--- config.mk ---
export PLATFORM = sky130hd
export DESIGN_NAME = multilevel_feedback_scheduler_unit
export DESIGN_NICKNAME = d
export VERILOG_FILES = /design/src/design/mfs_pkg.sv /design/src/design/mfs_ram.sv /design/src/design/multilevel_feedback_scheduler_unit.sv
export SDC_FILE = /design/constraint.sdc
export NUM_CORES = 2
export LEC_CHECK = 0
export ABC_AREA = 1
export BUFFER_PORTS_ARGS = -buffer_cell sky130_fd_sc_hd__buf_2
export CAP_MARGIN = 40
export CORE_MARGIN = 2
export CORE_UTILIZATION = 38
export CTS_BUF_LIST = sky130_fd_sc_hd__clkbuf_4 sky130_fd_sc_hd__clkbuf_8 sky130_fd_sc_hd__clkbuf_16
export DETAILED_ROUTE_END_ITERATION = 16
export GPL_TIMING_DRIVEN = 0
export HOLD_SLACK_MARGIN = 0.03
export MAX_ROUTING_LAYER = met4
export PLACE_DENSITY = 0.49
export SYNTH_ARGS = -nofsm -noshare
export SYNTH_HDL_FRONTEND = slang
export SYNTH_SLANG_ARGS = --single-unit
--- constraint.sdc ---
create_clock -name clk -period 12.26 [get_ports clk]
set_input_delay 0.613 -clock clk [delete_from_list [all_inputs] [get_ports clk]]
set_output_delay 0.613 -clock clk [all_outputs]
set_load 0.05 [all_outputs]
--- src/design/mfs_pkg.sv ---
// shared types and constants of the multilevel feedback scheduler
// no dependencies; used by multilevel_feedback_scheduler_unit
package mfs_pkg;

	localparam int N_LEVELS    = 4;
	localparam int QUEUE_DEPTH = 16;

	localparam int LEVEL_W = (N_LEVELS > 1) ? $clog2(N_LEVELS) : 1;
	localparam int PTR_W   = $clog2(QUEUE_DEPTH);
	localparam int CNT_W   = $clog2(QUEUE_DEPTH + 1);
	localparam int ADDR_W  = (N_LEVELS * QUEUE_DEPTH > 1) ? $clog2(N_LEVELS * QUEUE_DEPTH) : 1;
	localparam int ID_W    = 8;
	localparam int TIME_W  = 16;
	localparam int ENTRY_W = ID_W + TIME_W;

	localparam logic [LEVEL_W-1:0] LEVEL_LAST = LEVEL_W'(N_LEVELS - 1);
	localparam logic [CNT_W-1:0]   CNT_FULL   = CNT_W'(QUEUE_DEPTH);
	localparam logic [PTR_W-1:0]   PTR_LAST   = PTR_W'(QUEUE_DEPTH - 1);
	localparam logic [TIME_W-1:0]  SLICE_MAX  = '1;

	typedef struct packed {
		logic              arrival_valid;
		logic [ID_W-1:0]   arrival_id;
		logic [TIME_W-1:0] arrival_burst;
	} mfs_in_t;

	typedef struct packed {
		logic            run_valid;
		logic [ID_W-1:0] run_id;
		logic [2:0]      run_level;
		logic            task_finished;
		logic            idle;
		logic            queue_overflow;
	} mfs_out_t;

	typedef struct packed {
		logic [ID_W-1:0]   id;
		logic [TIME_W-1:0] remaining;
	} mfs_entry_t;

endpackage

--- src/design/mfs_ram.sv ---
// generic simple dual-port ram, one write and one registered read port
// no dependencies
module mfs_ram #(
	parameter int WIDTH = 8,
	parameter int DEPTH = 16
) (
	input  logic                     clk,
	input  logic                     we,
	input  logic [$clog2(DEPTH)-1:0] waddr,
	input  logic [WIDTH-1:0]         wdata,
	input  logic                     re,
	input  logic [$clog2(DEPTH)-1:0] raddr,
	output logic [WIDTH-1:0]         rdata
);

	logic [WIDTH-1:0] mem_q [DEPTH];

	always_ff @(posedge clk) begin
		if (we) begin
			mem_q[waddr] <= wdata;
		end
		if (re) begin
			rdata <= mem_q[raddr];
		end
	end

endmodule

--- src/design/multilevel_feedback_scheduler_unit.sv ---
// multilevel feedback queue scheduler, one tick per accepted beat
// depends on mfs_pkg and mfs_ram
//
// Each beat is one scheduler tick and runs through the accept cycle (slice
// expiry and demotion write), the arrival write, the queue selection with
// its read of the queue ram, and the execute cycle that uses the read data.
// The single queue ram, written and read in separate cycles, sets this order.
// The result appears on result for one cycle with done high, the cycle after
// the execute cycle, and must be taken then; a new start is accepted in that
// same cycle. busy is high from the arrival write through the execute cycle.
// Queue entries live only in the ram, so no clearing pass is needed.
module multilevel_feedback_scheduler_unit
	import mfs_pkg::*;
(
	input  logic     clk,
	input  logic     arst_n,
	input  logic     start,
	output logic     busy,
	input  mfs_in_t  arrival,
	output logic     done,
	output mfs_out_t result
);

	typedef enum logic [1:0] {ST_IDLE, ST_ARRIVE, ST_SELECT, ST_EXEC} state_t;

	typedef struct packed {
		logic               free;
		logic               found;
		logic [LEVEL_W-1:0] lvl;
	} mfs_sel_t;

	state_t state_q;

	logic [PTR_W-1:0] head_q  [N_LEVELS];
	logic [PTR_W-1:0] tail_q  [N_LEVELS];
	logic [CNT_W-1:0] count_q [N_LEVELS];

	logic               cpu_busy_q;
	logic [ID_W-1:0]    cpu_id_q;
	logic [TIME_W-1:0]  cpu_rem_q;
	logic [LEVEL_W-1:0] cpu_level_q;
	logic [TIME_W-1:0]  slice_q;

	mfs_in_t  arr_q;
	logic     ovf_q;
	mfs_sel_t sel_s1;
	mfs_out_t res_q;
	logic     done_q;

	logic accept;
	logic dem_need;
	logic dem_last;

	logic               push_req;
	logic [LEVEL_W-1:0] push_lvl;
	logic               push_full;
	mfs_entry_t         push_entry;
	logic               ram_we;
	logic [ADDR_W-1:0]  ram_waddr;

	logic               sel_free;
	logic               sel_found;
	logic [LEVEL_W-1:0] sel_lvl;
	logic [ADDR_W-1:0]  ram_raddr;
	logic [ENTRY_W-1:0] ram_rdata;
	mfs_entry_t         rd_entry;

	logic               e_busy;
	logic [ID_W-1:0]    e_id;
	logic [TIME_W-1:0]  e_rem;
	logic [LEVEL_W-1:0] e_lvl;
	logic [TIME_W-1:0]  e_slice;
	logic [TIME_W-1:0]  x_rem;
	logic               x_fin;

	assign accept = start && (state_q == ST_IDLE);
	assign busy   = (state_q != ST_IDLE);
	assign done   = done_q;
	assign result = res_q;

	// slice of 2^level ticks used up by a task that still has work
	assign dem_need = cpu_busy_q && (cpu_rem_q != '0)
		&& (slice_q >= (TIME_W'(1) << cpu_level_q));
	assign dem_last = (cpu_level_q >= LEVEL_LAST);

	always_comb begin
		push_req   = 1'b0;
		push_lvl   = '0;
		push_entry = '{id: arr_q.arrival_id, remaining: arr_q.arrival_burst};
		if (accept && dem_need && !dem_last) begin
			push_req   = 1'b1;
			push_lvl   = cpu_level_q + LEVEL_W'(1);
			push_entry = '{id: cpu_id_q, remaining: cpu_rem_q};
		end else if (state_q == ST_ARRIVE && arr_q.arrival_valid) begin
			push_req = 1'b1;
		end
	end

	assign push_full = (count_q[push_lvl] >= CNT_FULL);
	assign ram_we    = push_req && !push_full;
	assign ram_waddr = ADDR_W'(push_lvl) * ADDR_W'(QUEUE_DEPTH) + ADDR_W'(tail_q[push_lvl]);

	// lowest non-empty level wins
	always_comb begin
		sel_found = 1'b0;
		sel_lvl   = '0;
		for (int l = N_LEVELS - 1; l >= 0; l--) begin
			if (count_q[l] != '0) begin
				sel_found = 1'b1;
				sel_lvl   = LEVEL_W'(l);
			end
		end
	end

	assign sel_free  = !cpu_busy_q || (cpu_rem_q == '0);
	assign ram_raddr = ADDR_W'(sel_lvl) * ADDR_W'(QUEUE_DEPTH) + ADDR_W'(head_q[sel_lvl]);

	mfs_ram #(
		.WIDTH (ENTRY_W),
		.DEPTH (N_LEVELS * QUEUE_DEPTH)
	) u_queue_ram (
		.clk   (clk),
		.we    (ram_we),
		.waddr (ram_waddr),
		.wdata (push_entry),
		.re    ((state_q == ST_SELECT) && sel_free && sel_found),
		.raddr (ram_raddr),
		.rdata (ram_rdata)
	);

	assign rd_entry = ram_rdata;

	// processor slot as seen by the execute step
	always_comb begin
		e_busy  = cpu_busy_q;
		e_id    = cpu_id_q;
		e_rem   = cpu_rem_q;
		e_lvl   = cpu_level_q;
		e_slice = slice_q;
		if (sel_s1.free) begin
			e_busy  = sel_s1.found;
			e_slice = '0;
			if (sel_s1.found) begin
				e_id  = rd_entry.id;
				e_rem = rd_entry.remaining;
				e_lvl = sel_s1.lvl;
			end
		end
		x_rem = (e_rem != '0) ? e_rem - TIME_W'(1) : '0;
		x_fin = (x_rem == '0);
	end

	always_ff @(posedge clk or negedge arst_n) begin
		if (!arst_n) begin
			state_q     <= ST_IDLE;
			done_q      <= 1'b0;
			cpu_busy_q  <= 1'b0;
			cpu_id_q    <= '0;
			cpu_rem_q   <= '0;
			cpu_level_q <= '0;
			slice_q     <= '0;
			ovf_q       <= 1'b0;
			sel_s1      <= '0;
			arr_q       <= '0;
			res_q       <= '0;
			for (int l = 0; l < N_LEVELS; l++) begin
				head_q[l]  <= '0;
				tail_q[l]  <= '0;
				count_q[l] <= '0;
			end
		end else begin
			done_q <= 1'b0;

			if (push_req) begin
				if (push_full) begin
					ovf_q <= 1'b1;
				end else begin
					tail_q[push_lvl]  <= (tail_q[push_lvl] == PTR_LAST) ? '0
						: tail_q[push_lvl] + PTR_W'(1);
					count_q[push_lvl] <= count_q[push_lvl] + CNT_W'(1);
				end
			end

			case (state_q)
				ST_IDLE: begin
					if (accept) begin
						state_q <= ST_ARRIVE;
						arr_q   <= arrival;
						if (!(dem_need && !dem_last && push_full)) begin
							ovf_q <= 1'b0;
						end
						if (dem_need) begin
							if (dem_last) begin
								slice_q <= '0;
							end else begin
								cpu_busy_q <= 1'b0;
							end
						end
					end
				end
				ST_ARRIVE: begin
					state_q <= ST_SELECT;
				end
				ST_SELECT: begin
					state_q <= ST_EXEC;
					sel_s1  <= '{free: sel_free, found: sel_found, lvl: sel_lvl};
					if (sel_free && sel_found) begin
						head_q[sel_lvl]  <= (head_q[sel_lvl] == PTR_LAST) ? '0
							: head_q[sel_lvl] + PTR_W'(1);
						count_q[sel_lvl] <= count_q[sel_lvl] - CNT_W'(1);
					end
				end
				ST_EXEC: begin
					state_q     <= ST_IDLE;
					done_q      <= 1'b1;
					cpu_id_q    <= e_id;
					cpu_level_q <= e_lvl;
					if (e_busy) begin
						cpu_rem_q  <= x_rem;
						cpu_busy_q <= !x_fin;
						slice_q    <= (e_slice < SLICE_MAX) ? e_slice + TIME_W'(1) : e_slice;
					end else begin
						cpu_rem_q  <= e_rem;
						cpu_busy_q <= 1'b0;
						slice_q    <= e_slice;
					end
					// result beat register
					res_q.run_valid      <= e_busy;
					res_q.run_id         <= e_busy ? e_id : '0;
					res_q.run_level      <= e_busy ? 3'(e_lvl) : 3'd0;
					res_q.task_finished  <= e_busy && x_fin;
					res_q.idle           <= !e_busy;
					res_q.queue_overflow <= ovf_q;
				end
				default: begin
					state_q <= ST_IDLE;
				end
			endcase
		end
	end

endmodule

Word level (Yosys, flattened, before mapping). Memories as Yosys holds them, arrays and structs flattened. A register that Yosys moved wholly into a read port is not among the register bits. Cells that the tools add are included.

Bits in registers: 143. Output and inout bits: 17. Memory bits (writable): 1536. Memories: 1.

Memories: u_queue_ram.mem_q (words 64, width 24, rd ports 1, clocked after memory_dff 1, write ports 1, RTL line mfs_ram.sv:16) `logic [WIDTH-1:0] mem_q [DEPTH];`.

Shift-type cells: 1. Bitwise operators: 3. Reduce and logical (&&, ||, !) cells: 37. Equality and inequality tests: 9. $add $sub $neg: 9. Muxes and demuxes: 75. $lt $le $gt $ge: 8.

Operator list (count): 16-bit 2-to-1 mux (10); 20-bit 2-to-1 mux (4); 20-bit bitwise mux (2); 16-bit bitwise mux (2); 16-bit zero test (2); 4-bit 2-to-1 mux (8); 16-bit case mux with 2 select lines (1); 16-bit nonzero test (2); 5-bit 2-to-1 mux (6); 24-bit 2-to-1 mux (1); 8-bit 2-to-1 mux (3); 5-bit binary-select mux with 2-bit select (2); 5-bit demux with 2-bit select (2); 5-bit nonzero test (4); 1-bit 2-to-1 mux (19); 2-bit 2-to-1 mux (9); 16-bit by 1-bit adder with 16-bit output (second input constant) (1); 4-bit binary-select mux with 2-bit select (2); 4-bit demux with 2-bit select (2); 16-bit greater-or-equal comparator (1); 16-bit less-than comparator (second input constant) (1); 1-bit by 2-bit << shifter with 16-bit output (first input constant) (1); 16-bit by 1-bit subtractor with 16-bit output (second input constant) (1); 1-bit logical AND (15); other kinds (23) (41).

Depth between registers and ports, before layout.
Depth after elaboration: 17. Mapped depth: 22.

Modules after synthesis. A second synthesis with hierarchy kept.

Cells, all modules: 6419. Area total of the unflattened synthesis: 71449.8 sq um.

By module, submodules not included: mfs_ram (cells an instance 5230, instances 1, area an instance 62995.4 sq um, sequential area each 46844.9 sq um); multilevel_feedback_scheduler_unit (cells an instance 1189, instances 1, area an instance 8454.4 sq um, sequential area each 3553.4 sq um).

Worst setup path before layout. Ideal clock, no wire load.

Path kind: reg-to-reg. From: reg cpu_level_q[0]. To: mem u_queue_ram.mem_q[0][0] (netlist bit), data pin. Cell stages (with the launch flop): 13. Setup slack: 7.043 ns. Arrival time: 4.516 ns. Required time: 11.558 ns. Clock period less this slack: 5.217 ns. Cells stage by stage: dfrtp_1 clkinv_1 ha_1 ha_1 inv_1 nand2_1 nand2_1 nand2_1 nand2_1 nand3_1 nand4_2 clkbuf_1 o21ai_0.

RTL lines: from (decl) (RTL line multilevel_feedback_scheduler_unit.sv:41) `logic [LEVEL_W-1:0] cpu_level_q;`; from (signal assigned) (RTL line multilevel_feedback_scheduler_unit.sv:217) `cpu_level_q <= e_lvl;`; to (decl) (RTL line mfs_ram.sv:16).

Worst setup path in the final report.
From: reg cpu_level_q[0]. To: mem u_queue_ram.mem_q[34][20] (netlist bit) (enable).

Longest elaborated chain between the ends: 15. Elaborated cells on any way between the ends: 23.

RTL lines: 1-bit by 2-bit << shifter with 16-bit output (RTL line multilevel_feedback_scheduler_unit.sv:83) `&& (slice_q >= (TIME_W'(1) << cpu_level_q));`; 16-bit greater-or-equal comparator (RTL line multilevel_feedback_scheduler_unit.sv:83); 1-bit logical AND (RTL line multilevel_feedback_scheduler_unit.sv:83); 1-bit logical AND (2 in a row) (RTL line multilevel_feedback_scheduler_unit.sv:90) `if (accept && dem_need && !dem_last) begin`; 2-bit 2-to-1 mux (RTL line multilevel_feedback_scheduler_unit.sv:90); 2-bit inverter with 3-bit output (not written as such) (RTL line multilevel_feedback_scheduler_unit.sv:99, multilevel_feedback_scheduler_unit.sv:101); 5-bit binary-select mux with 2-bit select (RTL line multilevel_feedback_scheduler_unit.sv:99) `assign push_full = (count_q[push_lvl] >= CNT_FULL);`; 5-bit 2-to-1 mux (not written as such) (2 in a row) (RTL line multilevel_feedback_scheduler_unit.sv:99); 5-bit greater-or-equal comparator (RTL line multilevel_feedback_scheduler_unit.sv:99); 1-bit zero test (RTL line multilevel_feedback_scheduler_unit.sv:100) `assign ram_we = push_req && !push_full;`; 1-bit logical AND (RTL line multilevel_feedback_scheduler_unit.sv:100); 1-bit 2-to-1 mux (RTL line mfs_ram.sv:19) `if (we) begin`; 1-bit 2-to-1 mux (not written as such) (RTL line mfs_ram.sv:20) `mem_q[waddr] <= wdata;`.

Parallel ways exist; a longest one is shown, timed or not. The select of a mux whose other input is x is not followed.

==> flow_summary.ini <==
[power]
p_clk_share_pct = 26.6
leakagePower_nw = 36.0
powerDensity_nw_per_um2 = 245
internal_power_mw = 13.0
pwr-share-seq_pct = 33.1
combPwrFrac_pct = 40.4
ir_worst_vdd_uv = 175
net-switching-power_mw = 9.29
switching_share_pct = 41.6

[die]
die_height_um = 453
die_width_um = 453
design.core.area_um2 = 200000
rows = 164
start_util_pct = 38.3
die_area_um2 = 205000
io_pins = 45

[logic_synthesis]
synth_edf_count = 1560
synth_cell_type_count = 48
synth_area_per_cell_um2 = 10.6
ys_ff_latch = 1702
netlist_area_um2 = 76500
synth_top_area_cell = edfxtp_1
yosysSeqAreaShare_pct = 65.9
async_flop_share_pct = 8.34
syn_inst = 7182
synth_top_area_share_pct = 61.3
synth_fp_nets = 7228
synth_flop_cell = edfxtp_1
synthTopCellsByArea = edfxtp_1 61%, nand3_1 8.2%, nand2_1 7.2%, nand3b_1 6.1%, inv_1 4.7%
synth-warning-count = 0

[detailed_routing]
vias = 56400
vias_per_cell = 5.40
wire_per_inst_um = 28.7
first_pass_iters = 6
drt_iter0_markers = 7001
antenna_left = 0
drc = 0
wirelength_mm = 300

[cts]
cts_max_path_buffers = 3
post_cts_buffers = 0
hold_buffers = 26
numCtsBuffers = 191
cts_tree = yes
clkLatencyLatePin_ps = 850
cts-root-buf = clkbuf_16
clkTransAtPathRegs_ps = 60
cts_resized = 0
htree_levels = 4
cts_sinks = 1702

[sta]
fmax_mhz = 174
fin_crit_sh_pct = 47.0
slew_viol_final = 0
skew_ps = 32.5
tightest_slew_ps = 981
fin_crit_ps = 5760
hold_viol = 0
max-slew-margin-rel_pct = 34.4
rsz0062_at_grt = false
hold_ws_ps = 118
tns_ps = 0
setup_violations = 0

[setup_path]
r2r_slack_ps = 6500
cp-endpoint = u_queue_ram.mem_q[34][20]
worst_ep_arrival_time_ps = 6310
start_kind = flop
worstRegToRegCells = 17
rr_startpoint = cpu_level_q[0]
r2r_end = u_queue_ram.mem_q[34][20]
path_max_fanout = 13
crit_type = reg -> reg
critPathLaunch = cpu_level_q[0]
crit_required_ps = 12810
cp-end-kind = flop

[global_route]
gr-total-overflow = 0
grt_pass1_wl_mm = 416
grt_max_degree = 88
grt_use_total_pct = 29.8
antenna_found_initial = 18
grt_pass1_vias = 53456

[place]
place_hpwl_mm = 218
port_buffers = 43
gp_congestion = 0.937

[layout]
area_delta_synth_final_pct = 19.3
layout-drive-gt1-share_pct = 12.3
final_common_cell = edfxtp_1
finalNetCount = 7650
layout_common_cells = 1560 x edfxtp_1, 1476 x nand2_1, 1246 x nand3_1

[hold_path]
hold_class = in -> reg
holdCritStartpoint = start

[run]
maxCapViolCount = 0

[outcome]
status = completed
cell usage after synthesis, drive strengths merged, types with 2 or more instances:
cell and instances:
edfxtp 1560, nand3 1250, clkbuf 135, o31ai 2
nand4 17, nor3 27, dfrtp 142, nand2 1487
o21ai 183, nand3b 622, o221ai 14, buf 294
nor2 305, a22oi 2, ha 18, clkinv 7
o211ai 21, xor2 18, o22ai 21, inv 968
xnor2 9, a21oi 71, nor3b 3
sequential cells by signal (all words and copies together), names as in the netlist:
| signal | cells |
|---|---|
| result | 14 |
| cpu_level_q | 2 |
| slice_q | 16 |
| done | 1 |
| tail_q | 16 |
| state_q | 2 |
| ovf_q | 1 |
| u_queue_ram.rdata | 24 |
| u_queue_ram.mem_q | 1536 |
| sel_s1 | 4 |
| cpu_rem_q | 16 |
| cpu_id_q | 8 |
| count_q | 20 |
| head_q | 16 |
| arr_q | 25 |
| cpu_busy_q | 1 |
through the flow:
stage          util (%)  power, mW  setup slack [ps]  cells  cell area, um2
6_report           45.6       22.3              6500  10441           91200
5_1_grt            45.6       23.1              6210  10437           91200
4_1_cts            45.6       22.2              6450  10425           91200
3_5_place_dp       42.3       16.3              6490  10040           84500
3_3_place_gp       40.0       16.0             -1540   9881           80000
2_1_floorplan         -       11.8              7040   7182           76500
power groups by stage:
stage          clock [mW]  sequential, mW  combinational [mW]
4_1_cts              5.99            7.38                8.87
2_1_floorplan           0            7.64                4.20
5_1_grt              6.21            7.40                9.47
3_5_place_dp            0            7.50                8.84
3_3_place_gp            0            7.99                8.01
6_report             5.94            7.38                9.01
worst min path at each step:
stage / depth (start not counted) / end
2_1_floorplan: 0 / arr_q[0]
3_3_place_gp: 2 / tail_q[8]
3_5_place_dp: 2 / result[2]
4_1_cts: 4 / state_q[1]
5_1_grt: 4 / state_q[1]
6_report: 4 / state_q[1]
kinds of logic after synthesis:
group	after synthesis	synth area share, %
multiplexers	1	0.0131
AND/OR/NAND/NOR	3712	23.7
other	1	0.00490
flip-flops	1702	65.9
adder cells (fa/ha/maj)	18	0.295
AO/OA/AOI/OAI	317	2.34
buffers and inverters	1404	7.45
XOR/XNOR	27	0.309
routing by layer:
layer / routed length, um / track usage (%)
met1: 131000 / 40.8
met5: 0 / -
met3: 22900 / 4.95
met4: 11100 / 10.2
met2: 135000 / 44.8
area by class of cell:
| cell class | count | area, um2 |
|---|---|---|
| Inverter | 975 | 3660 |
| Tap cell | 2656 | 3320 |
| Antenna cell | 15 | 37.5 |
| Timing Repair Buffer | 229 | 4210 |
| Sequential cell | 1702 | 50400 |
| Fill cell | 18661 | 109000 |
| Buffer | 429 | 2040 |
| Clock inverter | 100 | 1030 |
| Clock buffer | 259 | 5420 |
| Multi-Input combinational cell | 4076 | 21100 |
worst max-delay path, stage by stage, from the launching register on:
cell      delay [ps]
dfrtp_1          550
clkinv_1         410
ha_1             340
ha_1             270
inv_1             30
nand2_1           50
nand2_1           60
a21oi_1          130
nor2_1            60
nor2_1           120
nand4_1          370
nor2_1           780
nand2_1          170
nand4_2          260
nand3_1          590
buf_16           390
nor2_4           620
buf_16           230
(Power assumes the default switching activity.)
